<file path="src/rtl/gpio_prb_pkg.sv">
package gpio_prb_pkg;

  localparam int PORT_COUNT_DEF = 5;
  localparam int PINS_PER_PORT_DEF = 16;
  localparam int PIN_W = 16;
  localparam int WORD_W = 32;
  localparam int PORT_SEL_W = 5;
  localparam int KEY_BIT = 16;
  localparam logic [3:0] AF_MASK = 4'hF;

  localparam logic [3:0] REG_MODE = 4'd0;
  localparam logic [3:0] REG_TYPE = 4'd1;
  localparam logic [3:0] REG_SPEED = 4'd2;
  localparam logic [3:0] REG_PULL = 4'd3;
  localparam logic [3:0] REG_INPUT = 4'd4;
  localparam logic [3:0] REG_OUTPUT = 4'd5;
  localparam logic [3:0] REG_SETRESET = 4'd6;
  localparam logic [3:0] REG_LOCK = 4'd7;
  localparam logic [3:0] REG_AFLOW = 4'd8;
  localparam logic [3:0] REG_AFHIGH = 4'd9;

  typedef struct packed {
    logic capture;
    logic execute;
  } prb_cmd_t;

  function automatic logic [WORD_W-1:0] spread2(input logic [PIN_W-1:0] bits);
    logic [WORD_W-1:0] r;
    r = '0;
    for (int p = 0; p < PIN_W; p++) begin
      r[2*p +: 2] = {2{bits[p]}};
    end
    return r;
  endfunction

  function automatic logic [WORD_W-1:0] spread4(input logic [7:0] bits);
    logic [WORD_W-1:0] r;
    r = '0;
    for (int p = 0; p < 8; p++) begin
      r[4*p +: 4] = bits[p] ? AF_MASK : 4'h0;
    end
    return r;
  endfunction

  function automatic logic [PIN_W-1:0] outputs_enabled(input logic [WORD_W-1:0] mw);
    logic [PIN_W-1:0] r;
    for (int p = 0; p < PIN_W; p++) begin
      r[p] = (mw[2*p +: 2] == 2'b01);
    end
    return r;
  endfunction

endpackage

</file>
<file path="src/rtl/gpio_port_register_block.sv">
// Channel  Direction  tdata (low bit up)                              tuser (low bit up)
// s_axis   in         write_data[31:0], pin_levels[47:32]            mode[0], port_index[3:1],
//                                                                    reg_select[7:4]
// m_axis   out        read_data[31:0], pin_drive[47:32],             none
//                     output_enable[63:48], port_locked[64], zero fill
//
// Each transaction is captured when accepted; the controller then runs the register update
// in its execute state and loads the result register.
// A new transaction is taken while the previous result drains on the same cycle.
// Reset is synchronous and clears every port register and lock sequence.
// A stalled result holds in its register and blocks further input until taken.
module gpio_port_register_block
  import gpio_prb_pkg::*;
#(
  parameter int PORT_COUNT = PORT_COUNT_DEF,
  parameter int PINS_PER_PORT = PINS_PER_PORT_DEF
) (
  input  logic        clk,
  input  logic        rst,
  input  logic        s_tvalid,
  output logic        s_tready,
  input  logic [47:0] s_tdata,  // write_data, pin_levels
  input  logic [7:0]  s_tuser,  // mode, port_index, reg_select
  output logic        m_tvalid,
  input  logic        m_tready,
  output logic [71:0] m_tdata   // read_data, pin_drive, output_enable, port_locked
);

  prb_cmd_t    cmd;
  logic [31:0] read_data;
  logic [15:0] pin_drive;
  logic [15:0] output_enable;
  logic        port_locked;

  gpio_prb_ctrl u_ctrl (
    .clk      (clk),
    .rst      (rst),
    .s_tvalid (s_tvalid),
    .s_tready (s_tready),
    .m_tvalid (m_tvalid),
    .m_tready (m_tready),
    .cmd      (cmd)
  );

  gpio_prb_datapath #(
    .PORT_COUNT    (PORT_COUNT),
    .PINS_PER_PORT (PINS_PER_PORT)
  ) u_datapath (
    .clk           (clk),
    .rst           (rst),
    .cmd           (cmd),
    .in_mode       (s_tuser[0]),
    .in_port_index (s_tuser[3:1]),
    .in_reg_select (s_tuser[7:4]),
    .in_write_data (s_tdata[31:0]),
    .in_pin_levels (s_tdata[47:32]),
    .read_data     (read_data),
    .pin_drive     (pin_drive),
    .output_enable (output_enable),
    .port_locked   (port_locked)
  );

  assign m_tdata = {7'h0, port_locked, output_enable, pin_drive, read_data};

endmodule

</file>
<file path="src/rtl/gpio_prb_ctrl.sv">
module gpio_prb_ctrl
  import gpio_prb_pkg::*;
(
  input  logic     clk,
  input  logic     rst,
  input  logic     s_tvalid,
  output logic     s_tready,
  output logic     m_tvalid,
  input  logic     m_tready,
  output prb_cmd_t cmd
);

  localparam logic ST_IDLE = 1'b0;
  localparam logic ST_EXEC = 1'b1;

  logic state;
  logic state_next;
  logic out_valid;
  logic out_valid_next;
  logic accept;

  assign s_tready = (state == ST_IDLE) && (!out_valid || m_tready);
  assign accept = s_tvalid && s_tready;
  assign m_tvalid = out_valid;
  assign cmd.capture = accept;
  assign cmd.execute = (state == ST_EXEC);

  always_comb begin
    state_next = state;
    case (state)
      ST_IDLE: begin
        if (accept) state_next = ST_EXEC;
      end
      ST_EXEC: begin
        state_next = ST_IDLE;
      end
      default: state_next = ST_IDLE;
    endcase
  end

  always_comb begin
    out_valid_next = out_valid;
    if (out_valid && m_tready) out_valid_next = 1'b0;
    if (state == ST_EXEC) out_valid_next = 1'b1;
  end

  always_ff @(posedge clk) begin
    if (rst) begin
      state <= ST_IDLE;
      out_valid <= 1'b0;
    end else begin
      state <= state_next;
      out_valid <= out_valid_next;
    end
  end

  a_accept_exec: assert property (@(posedge clk) disable iff (rst)
    accept |=> (state == ST_EXEC))
    else $error("accepted transaction not executed");
  a_exec_result: assert property (@(posedge clk) disable iff (rst)
    (state == ST_EXEC) |=> out_valid)
    else $error("executed transaction gave no result");
  a_exec_free: assert property (@(posedge clk) disable iff (rst)
    (state == ST_EXEC) |-> !out_valid)
    else $error("result register overwritten");
  a_no_accept_busy: assert property (@(posedge clk) disable iff (rst)
    (state == ST_EXEC) |-> !s_tready)
    else $error("input taken while executing");

endmodule

</file>
<file path="src/rtl/gpio_prb_datapath.sv">
module gpio_prb_datapath
  import gpio_prb_pkg::*;
#(
  parameter int PORT_COUNT = PORT_COUNT_DEF,
  parameter int PINS_PER_PORT = PINS_PER_PORT_DEF
) (
  input  logic         clk,
  input  logic         rst,
  input  prb_cmd_t     cmd,
  input  logic         in_mode,
  input  logic [2:0]   in_port_index,
  input  logic [3:0]   in_reg_select,
  input  logic [31:0]  in_write_data,
  input  logic [15:0]  in_pin_levels,
  output logic [31:0]  read_data,
  output logic [15:0]  pin_drive,
  output logic [15:0]  output_enable,
  output logic         port_locked
);

  localparam int PORT_W = (PORT_COUNT > 1) ? $clog2(PORT_COUNT) : 1;
  localparam logic [PIN_W-1:0] PIN_MASK =
    PIN_W'((17'd1 << PINS_PER_PORT) - 17'd1);
  localparam logic [1:0] PH_IDLE = 2'd0;
  localparam logic [1:0] PH_FIRST = 2'd1;
  localparam logic [1:0] PH_CLEAR = 2'd2;

  logic [WORD_W-1:0] pin_mode_word [PORT_COUNT];
  logic [PIN_W-1:0]  output_type_bits [PORT_COUNT];
  logic [WORD_W-1:0] speed_word [PORT_COUNT];
  logic [WORD_W-1:0] pull_word [PORT_COUNT];
  logic [PIN_W-1:0]  output_latch [PORT_COUNT];
  logic [WORD_W-1:0] altfunc_low_word [PORT_COUNT];
  logic [WORD_W-1:0] altfunc_high_word [PORT_COUNT];
  logic [PIN_W:0]    lock_word [PORT_COUNT];
  logic [1:0]        lock_phase [PORT_COUNT];

  logic              wr_q;
  logic [2:0]        port_q;
  logic [3:0]        sel_q;
  logic [31:0]       data_q;
  logic [15:0]       lev_q;

  logic [PORT_SEL_W-1:0] port_ext;
  logic [PORT_W-1:0] idx;
  logic              port_ok;
  logic              do_write;
  logic [WORD_W-1:0] cur_mode;
  logic [PIN_W-1:0]  cur_type;
  logic [WORD_W-1:0] cur_speed;
  logic [WORD_W-1:0] cur_pull;
  logic [PIN_W-1:0]  cur_latch;
  logic [WORD_W-1:0] cur_aflow;
  logic [WORD_W-1:0] cur_afhigh;
  logic [PIN_W:0]    cur_lock;
  logic [1:0]        cur_phase;
  logic [PIN_W-1:0]  locked;
  logic [PIN_W-1:0]  free_pins;
  logic [WORD_W-1:0] free2;
  logic [PIN_W-1:0]  lk_pins;
  logic [PIN_W-1:0]  lk_held;
  logic              lk_key;
  logic [WORD_W-1:0] mode_next;
  logic [PIN_W-1:0]  type_next;
  logic [WORD_W-1:0] speed_next;
  logic [WORD_W-1:0] pull_next;
  logic [PIN_W-1:0]  latch_next;
  logic [WORD_W-1:0] aflow_next;
  logic [WORD_W-1:0] afhigh_next;
  logic [PIN_W:0]    lock_next;
  logic [1:0]        phase_next;
  logic [WORD_W-1:0] rd;

  assign port_ext = {2'b00, port_q};
  assign port_ok = (port_ext < PORT_SEL_W'(PORT_COUNT));
  assign idx = port_ext[PORT_W-1:0];
  assign do_write = cmd.execute && port_ok && wr_q;

  assign cur_mode = pin_mode_word[idx];
  assign cur_type = output_type_bits[idx];
  assign cur_speed = speed_word[idx];
  assign cur_pull = pull_word[idx];
  assign cur_latch = output_latch[idx];
  assign cur_aflow = altfunc_low_word[idx];
  assign cur_afhigh = altfunc_high_word[idx];
  assign cur_lock = lock_word[idx];
  assign cur_phase = lock_phase[idx];

  assign locked = cur_lock[KEY_BIT] ? (cur_lock[PIN_W-1:0] & PIN_MASK) : '0;
  assign free_pins = PIN_MASK & ~locked;
  assign free2 = spread2(free_pins);
  assign lk_pins = data_q[PIN_W-1:0] & PIN_MASK;
  assign lk_held = cur_lock[PIN_W-1:0] & PIN_MASK;
  assign lk_key = data_q[KEY_BIT];

  always_comb begin
    mode_next = cur_mode;
    type_next = cur_type;
    speed_next = cur_speed;
    pull_next = cur_pull;
    latch_next = cur_latch;
    aflow_next = cur_aflow;
    afhigh_next = cur_afhigh;
    lock_next = cur_lock;
    phase_next = cur_phase;
    if (wr_q) begin
      case (sel_q)
        REG_MODE: mode_next = (cur_mode & ~free2) | (data_q & free2);
        REG_TYPE: type_next = (cur_type & ~free_pins) | (data_q[PIN_W-1:0] & free_pins);
        REG_SPEED: speed_next = (cur_speed & ~free2) | (data_q & free2);
        REG_PULL: pull_next = (cur_pull & ~free2) | (data_q & free2);
        REG_OUTPUT: latch_next = data_q[PIN_W-1:0] & PIN_MASK;
        REG_SETRESET: begin
          latch_next = ((cur_latch & ~data_q[31:16]) | data_q[15:0]) & PIN_MASK;
        end
        REG_LOCK: begin
          if (!cur_lock[KEY_BIT]) begin
            if (cur_phase == PH_FIRST && !lk_key && lk_pins == lk_held) begin
              phase_next = PH_CLEAR;
            end else if (cur_phase == PH_CLEAR && lk_key && lk_pins == lk_held) begin
              lock_next = {1'b1, lk_held};
              phase_next = PH_IDLE;
            end else begin
              lock_next = {1'b0, lk_pins};
              phase_next = lk_key ? PH_FIRST : PH_IDLE;
            end
          end
        end
        REG_AFLOW: begin
          aflow_next = (cur_aflow & ~spread4(free_pins[7:0]))
                     | (data_q & spread4(free_pins[7:0]));
        end
        REG_AFHIGH: begin
          afhigh_next = (cur_afhigh & ~spread4(free_pins[15:8]))
                      | (data_q & spread4(free_pins[15:8]));
        end
        default: ;
      endcase
    end
  end

  always_comb begin
    rd = '0;
    if (!wr_q) begin
      case (sel_q)
        REG_MODE: rd = cur_mode;
        REG_TYPE: rd = {16'h0, cur_type};
        REG_SPEED: rd = cur_speed;
        REG_PULL: rd = cur_pull;
        REG_INPUT: rd = {16'h0, lev_q & PIN_MASK};
        REG_OUTPUT: rd = {16'h0, cur_latch};
        REG_LOCK: rd = {15'h0, cur_lock};
        REG_AFLOW: rd = cur_aflow;
        REG_AFHIGH: rd = cur_afhigh;
        default: rd = '0;
      endcase
    end
  end

  always_ff @(posedge clk) begin
    if (cmd.capture) begin
      wr_q <= in_mode;
      port_q <= in_port_index;
      sel_q <= in_reg_select;
      data_q <= in_write_data;
      lev_q <= in_pin_levels;
    end
  end

  always_ff @(posedge clk) begin
    if (rst) begin
      for (int i = 0; i < PORT_COUNT; i++) begin
        pin_mode_word[i] <= '0;
        output_type_bits[i] <= '0;
        speed_word[i] <= '0;
        pull_word[i] <= '0;
        output_latch[i] <= '0;
        altfunc_low_word[i] <= '0;
        altfunc_high_word[i] <= '0;
        lock_word[i] <= '0;
        lock_phase[i] <= PH_IDLE;
      end
    end else if (do_write) begin
      pin_mode_word[idx] <= mode_next;
      output_type_bits[idx] <= type_next;
      speed_word[idx] <= speed_next;
      pull_word[idx] <= pull_next;
      output_latch[idx] <= latch_next;
      altfunc_low_word[idx] <= aflow_next;
      altfunc_high_word[idx] <= afhigh_next;
      lock_word[idx] <= lock_next;
      lock_phase[idx] <= phase_next;
    end
  end

  always_ff @(posedge clk) begin
    if (cmd.execute) begin
      if (port_ok) begin
        read_data <= rd;
        pin_drive <= latch_next;
        output_enable <= outputs_enabled(mode_next);
        port_locked <= lock_next[KEY_BIT];
      end else begin
        read_data <= '0;
        pin_drive <= '0;
        output_enable <= '0;
        port_locked <= 1'b0;
      end
    end
  end

endmodule

</file>
<file path="config.mk">
export PLATFORM = sky130hd
export DESIGN_NAME = gpio_port_register_block
export DESIGN_NICKNAME = d
export VERILOG_FILES = /design/src/rtl/gpio_prb_pkg.sv /design/src/rtl/gpio_port_register_block.sv /design/src/rtl/gpio_prb_ctrl.sv /design/src/rtl/gpio_prb_datapath.sv
export SDC_FILE = /design/constraint.sdc
export NUM_CORES = 2
export LEC_CHECK = 0
export ABC_AREA = 0
export BUFFER_PORTS_ARGS = -buffer_cell sky130_fd_sc_hd__buf_2
export CORE_AREA = 2 2 443 445
export CTS_CLUSTER_SIZE = 25
export DETAILED_ROUTE_END_ITERATION = 12
export DIE_AREA = 0 0 445 447
export HOLD_SLACK_MARGIN = 0.05
export PLACE_DENSITY = 0.57
export RECOVER_POWER = 50
export SETUP_SLACK_MARGIN = 0.1
export SYNTH_ARGS = -nofsm -noshare
export SYNTH_HDL_FRONTEND = slang
export SYNTH_SLANG_ARGS = --single-unit
export TNS_END_PERCENT = 20
</file>
<file path="constraint.sdc">
create_clock -name clk -period 7.73 [get_ports clk]
set_clock_uncertainty 0.05 [all_clocks]
set_input_delay 1.546 -clock clk [delete_from_list [all_inputs] [get_ports clk]]
set_output_delay 1.546 -clock clk [all_outputs]
set_load 0.01 [all_outputs]
</file>
# ---- Word-level counts from Yosys, hierarchy flattened
# Memories as Yosys holds them, arrays and structs flattened. A register that Yosys moved wholly into a read port is not among the register bits.
# Cells that the tools add are included.
dict set report word_totals {
  rom_bits 0
  latch_bits 0
  ram_bits 1055
  output_inout_bits 74
  in_bits 60
  reg_bits 123
  mem_count 9
  elab_cells 187
}
# name words width read_ports rd_ports_with_merged_regs write_ports line
set mem_list {}
lappend mem_list {u_datapath.altfunc_high_word 5 32 1 1 5 gpio_prb_datapath.sv:34} ;# logic [WORD_W-1:0] altfunc_high_word [PORT_COUNT];
lappend mem_list {u_datapath.altfunc_low_word 5 32 1 1 5 gpio_prb_datapath.sv:33} ;# logic [WORD_W-1:0] altfunc_low_word [PORT_COUNT];
lappend mem_list {u_datapath.pin_mode_word 5 32 1 1 5 gpio_prb_datapath.sv:28} ;# logic [WORD_W-1:0] pin_mode_word [PORT_COUNT];
lappend mem_list {u_datapath.pull_word 5 32 1 1 5 gpio_prb_datapath.sv:31} ;# logic [WORD_W-1:0] pull_word [PORT_COUNT];
lappend mem_list {u_datapath.speed_word 5 32 1 1 5 gpio_prb_datapath.sv:30} ;# logic [WORD_W-1:0] speed_word [PORT_COUNT];
lappend mem_list {u_datapath.lock_word 5 17 1 1 5 gpio_prb_datapath.sv:35} ;# logic [PIN_W:0] lock_word [PORT_COUNT];
lappend mem_list {{+3 memories} -- -- -- -- -- --}
dict set report classes {
  reduce_logical 24
  mux 88
  add_sub_neg 0
  n_shift 0
  n_bitwise 26
  eq_ne 28
  n_div 0
  n_mul 0
  n_lt_le_gt_ge 1
}
# operator count
set op_table {}
lappend op_table {{two-way mux 32 bit} 15}
lappend op_table {{case mux 32 bit (9 select lines)} 1}
lappend op_table {{AND 32 bit} 8}
lappend op_table {{OR 32 bit} 5}
lappend op_table {{OR reduction 32 bit} 5}
lappend op_table {{two-way mux 17 bit} 6}
lappend op_table {{two-way mux 16 bit} 6}
lappend op_table {{NOT 32 bit} 3}
lappend op_table {{two-way mux 4 bit} 16}
lappend op_table {{two-way mux 3 bit} 18}
lappend op_table {{AND 16 bit} 3}
lappend op_table {{NOT 16 bit} 3}
lappend op_table {{== test 2 x 1 -> 1 bit, second input constant} 17}
lappend op_table {{OR 16 bit} 2}
lappend op_table {{case mux 16 bit (2 select lines)} 1}
lappend op_table {{OR reduction 16 bit} 2}
lappend op_table {{two-way mux 1 bit} 18}
lappend op_table {{OR reduction 17 bit} 1}
lappend op_table {{== test 16 bit} 1}
lappend op_table {{== test 4 x 3 -> 1 bit, second input constant} 4}
lappend op_table {{two-way mux 2 bit} 6}
lappend op_table {{logical AND 1 bit} 9}
lappend op_table {{== test 4 x 2 -> 1 bit, second input constant} 2}
lappend op_table {{== test 4 bit, second input constant} 2}
lappend op_table {{other kinds (10)} 13}

# ---- Logic depth before layout (Yosys ltp)
dict set report logic_depth {
  depth_word 9
  depth_mapped 14
  depth_no_buf 7
}

# ---- Cells and area by module
# From an unflattened synthesis, not the netlist that was laid out.
dict set report hier_totals {
  cells_unflattened 4678
  area_unflattened_um2 77331.7
}
# mod n_inst area_per_inst_um2 cells_per_inst
set modules_own_cells {}
lappend modules_own_cells {gpio_prb_datapath 1 77162.8 4660}
lappend modules_own_cells {gpio_prb_ctrl 1 105.1 9}
lappend modules_own_cells {gpio_port_register_block 1 63.8 9}

# ---- Worst setup path after synthesis
# Ideal clock, no wire load.
dict set report synth_path {
  path_kind {reg-to-reg}
  startpoint {reg u_ctrl.state}
  endpoint {mem u_datapath.altfunc_high_word[1][0], enable pin}
  setup_ns 0.609
  n_path_buf 2
  setup_slack_ns -0.658
  t_required_ns 7.071
  stages_incl_launch_ff 7
  period_less_slack_ns 8.388
  t_arrival_ns 7.729
  cell_sequence {dfxtp_1 -> nand2_1 -> or2_2 -> or3_1 -> clkbuf_1 -> clkbuf_1 -> nand2b_1}
}
# element line
set synth_rtl {}
lappend synth_rtl {{from (decl)} gpio_prb_ctrl.sv:16} ;# logic state;
lappend synth_rtl {{from (signal assigned)} gpio_prb_ctrl.sv:52} ;# state <= state_next;
lappend synth_rtl {{to (decl)} gpio_prb_datapath.sv:34}

==> reports/metrics.yaml <==
critPathArrivalTime_ps: 6720
fin_setup_tns_ps: 0
clockBufferDepth: 3
cp-end-kind: "register"
grt_max_degree: 115
yosys_warnings: 0
synth_edf_count: 1809
setup_ws_ps: 1360
fin_crit_ps: 6370
routed_wl_mm: 219
path_clk_slew_ps: 50
cp.required_ps: 8080
start_util_pct: 39.8
synth_compound_area_share_pct: 2.86
num_rows: 162
antenna_found_initial: 10
power_density_nw_per_um2: 268
dp.cells: 7815
violations: "capacitance limit, slew limit"
fp.dieArea_um2: 199000
cts_max_level: 4
dp_hpwl_mm: 128
synthesis.area_um2: 77300
crit_fanout: 87
slew_violations: 695
min_path_type: "register to register"
rsz0062_at_grt: "false"
yosysTopAreaCellShare_pct: 70.3
ys_ff_latch: 1814
dp_slack_ps: 2590
grt_usage_pct: 22.0
grt_first_pass_wirelength_mm: 316
synth_top_area_cell: "edfxtp_1"
muxShareOfSynthArea_pct: 17.6
synth_commonest_cells: "1809 x edfxtp_1, 1084 x nor2_1, 412 x mux4_2"
hold_viol_final: 0
gp_congestion: 0.787
post-route-period-util_pct: 82.4
drt-initial-drc-count: 4447
synth_cells: 4720
numCtsBuffers: 196
post_drt_wl_per_cell_um: 26.8
yosys.cell_count.top_type: "edfxtp_1"
synth_fa_ha_area_share_pct: 0
port-buffer-count: 126
fmax_mhz: 157
syn2layout_area_growth_pct: 15.5
relSlewSlack_pct: -117
crit_type: "register to register"
p_leak_uw: 0.0324
core_um2: 194000
synth-xor-area-share_pct: 0.159
synthDistinctLibCells: 48
synth_top_family_by_area: "multiplexers"
maxCapViolCount: 16
ant_nets: 0
critPathLaunch: "u_ctrl.state"
nFillCells: 17008
cts.repair.resized: 0
ir_worst_vdd_mv: 0.217
stdcell_count: 8170
synth_area_leaders: "edfxtp_1 70%, mux4_2 12%, nor2_1 5.3%, mux2i_1 2.9%, mux2_2 2.6%"
drcViolationCount: 0
dpl_cell_area_um2: 83300
grt_overflow: 0
postCtsHoldBufs: 0
stdcell_area_um2: 89300
worstSkewPairLatency_ps: 830
ys_seq_area_share_pct: 70.4
yosys.area_share.simple_pct: 6.30
fin_nets: 5531
synth.avg_cell_area_um2: 16.4
boundaryPins: 134
hp-start: "u_ctrl.m_tvalid"
tritoncts: "yes"
reg2reg_from: "u_ctrl.state"
firstDrtPassIters: 5
post_cts_buffers: 0
setup_viol: 0
grt_pass1_vias: 45466
synth_top_flop_cell: "edfxtp_1"
die_h_um: 447
start_kind: "register"
drive_gt1_share_pct: 18.5
worst_slew_pin_slew_ps: 3250
clock-sinks: 1814
cts-root-buf: "clkbuf_16"
vias: 44091
run_status: "finished with violations"
dieWidth_um: 445
async_flop_share_pct: 0
via_per_inst: 5.40
==> critical path, cell delays in order (launching register included) <==
cell	delay [ps]
dfxtp_1	2310
nand2_1	180
or2_2	430
or3_4	690
nand2b_4	630
clkbuf_4	1340
==> sequential cells by signal (all words and copies together), names as in the netlist, 16 cells and up, named ones only <==
| name | cells |
|---|---|
| u_datapath.speed_word | 256 |
| u_datapath.lock_phase | 16 |
| u_datapath.output_type_bits | 128 |
| u_datapath.lock_word | 136 |
| u_datapath.lev_q | 16 |
| u_datapath.output_latch | 128 |
| u_datapath.pin_mode_word | 256 |
| u_datapath.output_enable | 16 |
| u_datapath.read_data | 32 |
| u_datapath.altfunc_low_word | 256 |
| u_datapath.pull_word | 256 |
| u_datapath.altfunc_high_word | 256 |
| u_datapath.pin_drive | 16 |
| u_datapath.data_q | 32 |
==> per-stage QoR <==
step | power [uW] | hold slack, ps | utilization, %
finish | 23900 | 469 | 46.0
floorplan | 14000 | 494 | -
detailed placement | 15100 | 463 | 42.9
global placement | 15000 | 450 | 42.9
CTS | 24100 | 476 | 46.1
global route | 24700 | 522 | 46.0
==> power breakdown <==
part	switching (uW)	leakage, uW	internal (uW)
sequential	270	0.0184	11800
combinational	1810	0.0110	996
clock	3900	0.00297	5160
==> cell families (layout without fill, tap and decap cells) <==
logic type | count (synthesis) | in the layout
compound gates | 321 | 321
other cells | 1 | 643
simple gates | 1234 | 1234
mux | 818 | 818
buf+inv | 518 | 784
flops | 1814 | 1814
xor+xnor | 14 | 14
==> worst paths after layout <==
check,cells past startpoint,end,slack (ps)
max,5,u_datapath.pull_word[1][31],1360
min,2,u_ctrl.m_tvalid,470
max reg2reg,5,u_datapath.pull_word[1][31],1360
min reg2reg,2,u_ctrl.m_tvalid,470
==> routing by layer <==
metal  GRT usage, %  up-vias  routed length [um]
met3           3.39      370               14900
met1           29.1    23083               88800
met2           37.2     1715              108000
met5              0        -                   0
met4           7.32        0                7470
li1               -    18923                   -
==> layout by cell type, fill, tap and decap left out, types with 5 or more instances in the layout <==
master      Yosys  final
bufinv_16       0     13
clkbuf_16       0    199
a41o_1          5      5
clkbuf_1      247    134
clkinv_2        0     23
mux4_2        412    412
nor2b_1         5      5
mux2_1          0     12
buf_4          17     88
mux2i_1       222    222
clkinv_8        0      6
clkinv_1        0     47
buf_12          0     11
conb_1          1    640
a31oi_1        22     22
nor2_1       1084   1083
clkinvlp_4      0      7
o21ai_0        14     14
xor2_1         10     10
a22oi_1        59     59
a211oi_1       81     81
mux2_2        180    168
nand3_1         7      7
a221oi_1       16     16
a21oi_1        77     77
buf_2          31     48
a311oi_1       16     16
a22o_1          5      5
nor3b_1         5      5
and3_1          5      5
o22ai_1         9      9
inv_1         193    193
o211ai_1       10     10
edfxtp_1     1809   1809
nand2_1        57     52
clkbuf_2        0      6
nor3_1         28     25
or2_2          20     19
==> layout make-up <==
cell class	count	area, um2	area share (%)
Tap cell	2542	3180	3.56
Multi-Input combinational cell	3027	23300	26.1
Sequential cell	1814	54400	61.0
Antenna cell	3	7.51	0.00841
Clock inverter	104	978	1.10
Inverter	193	724	0.812
Timing Repair Buffer	239	1480	1.66
Clock buffer	248	5160	5.79
(Power assumes the default switching activity.)
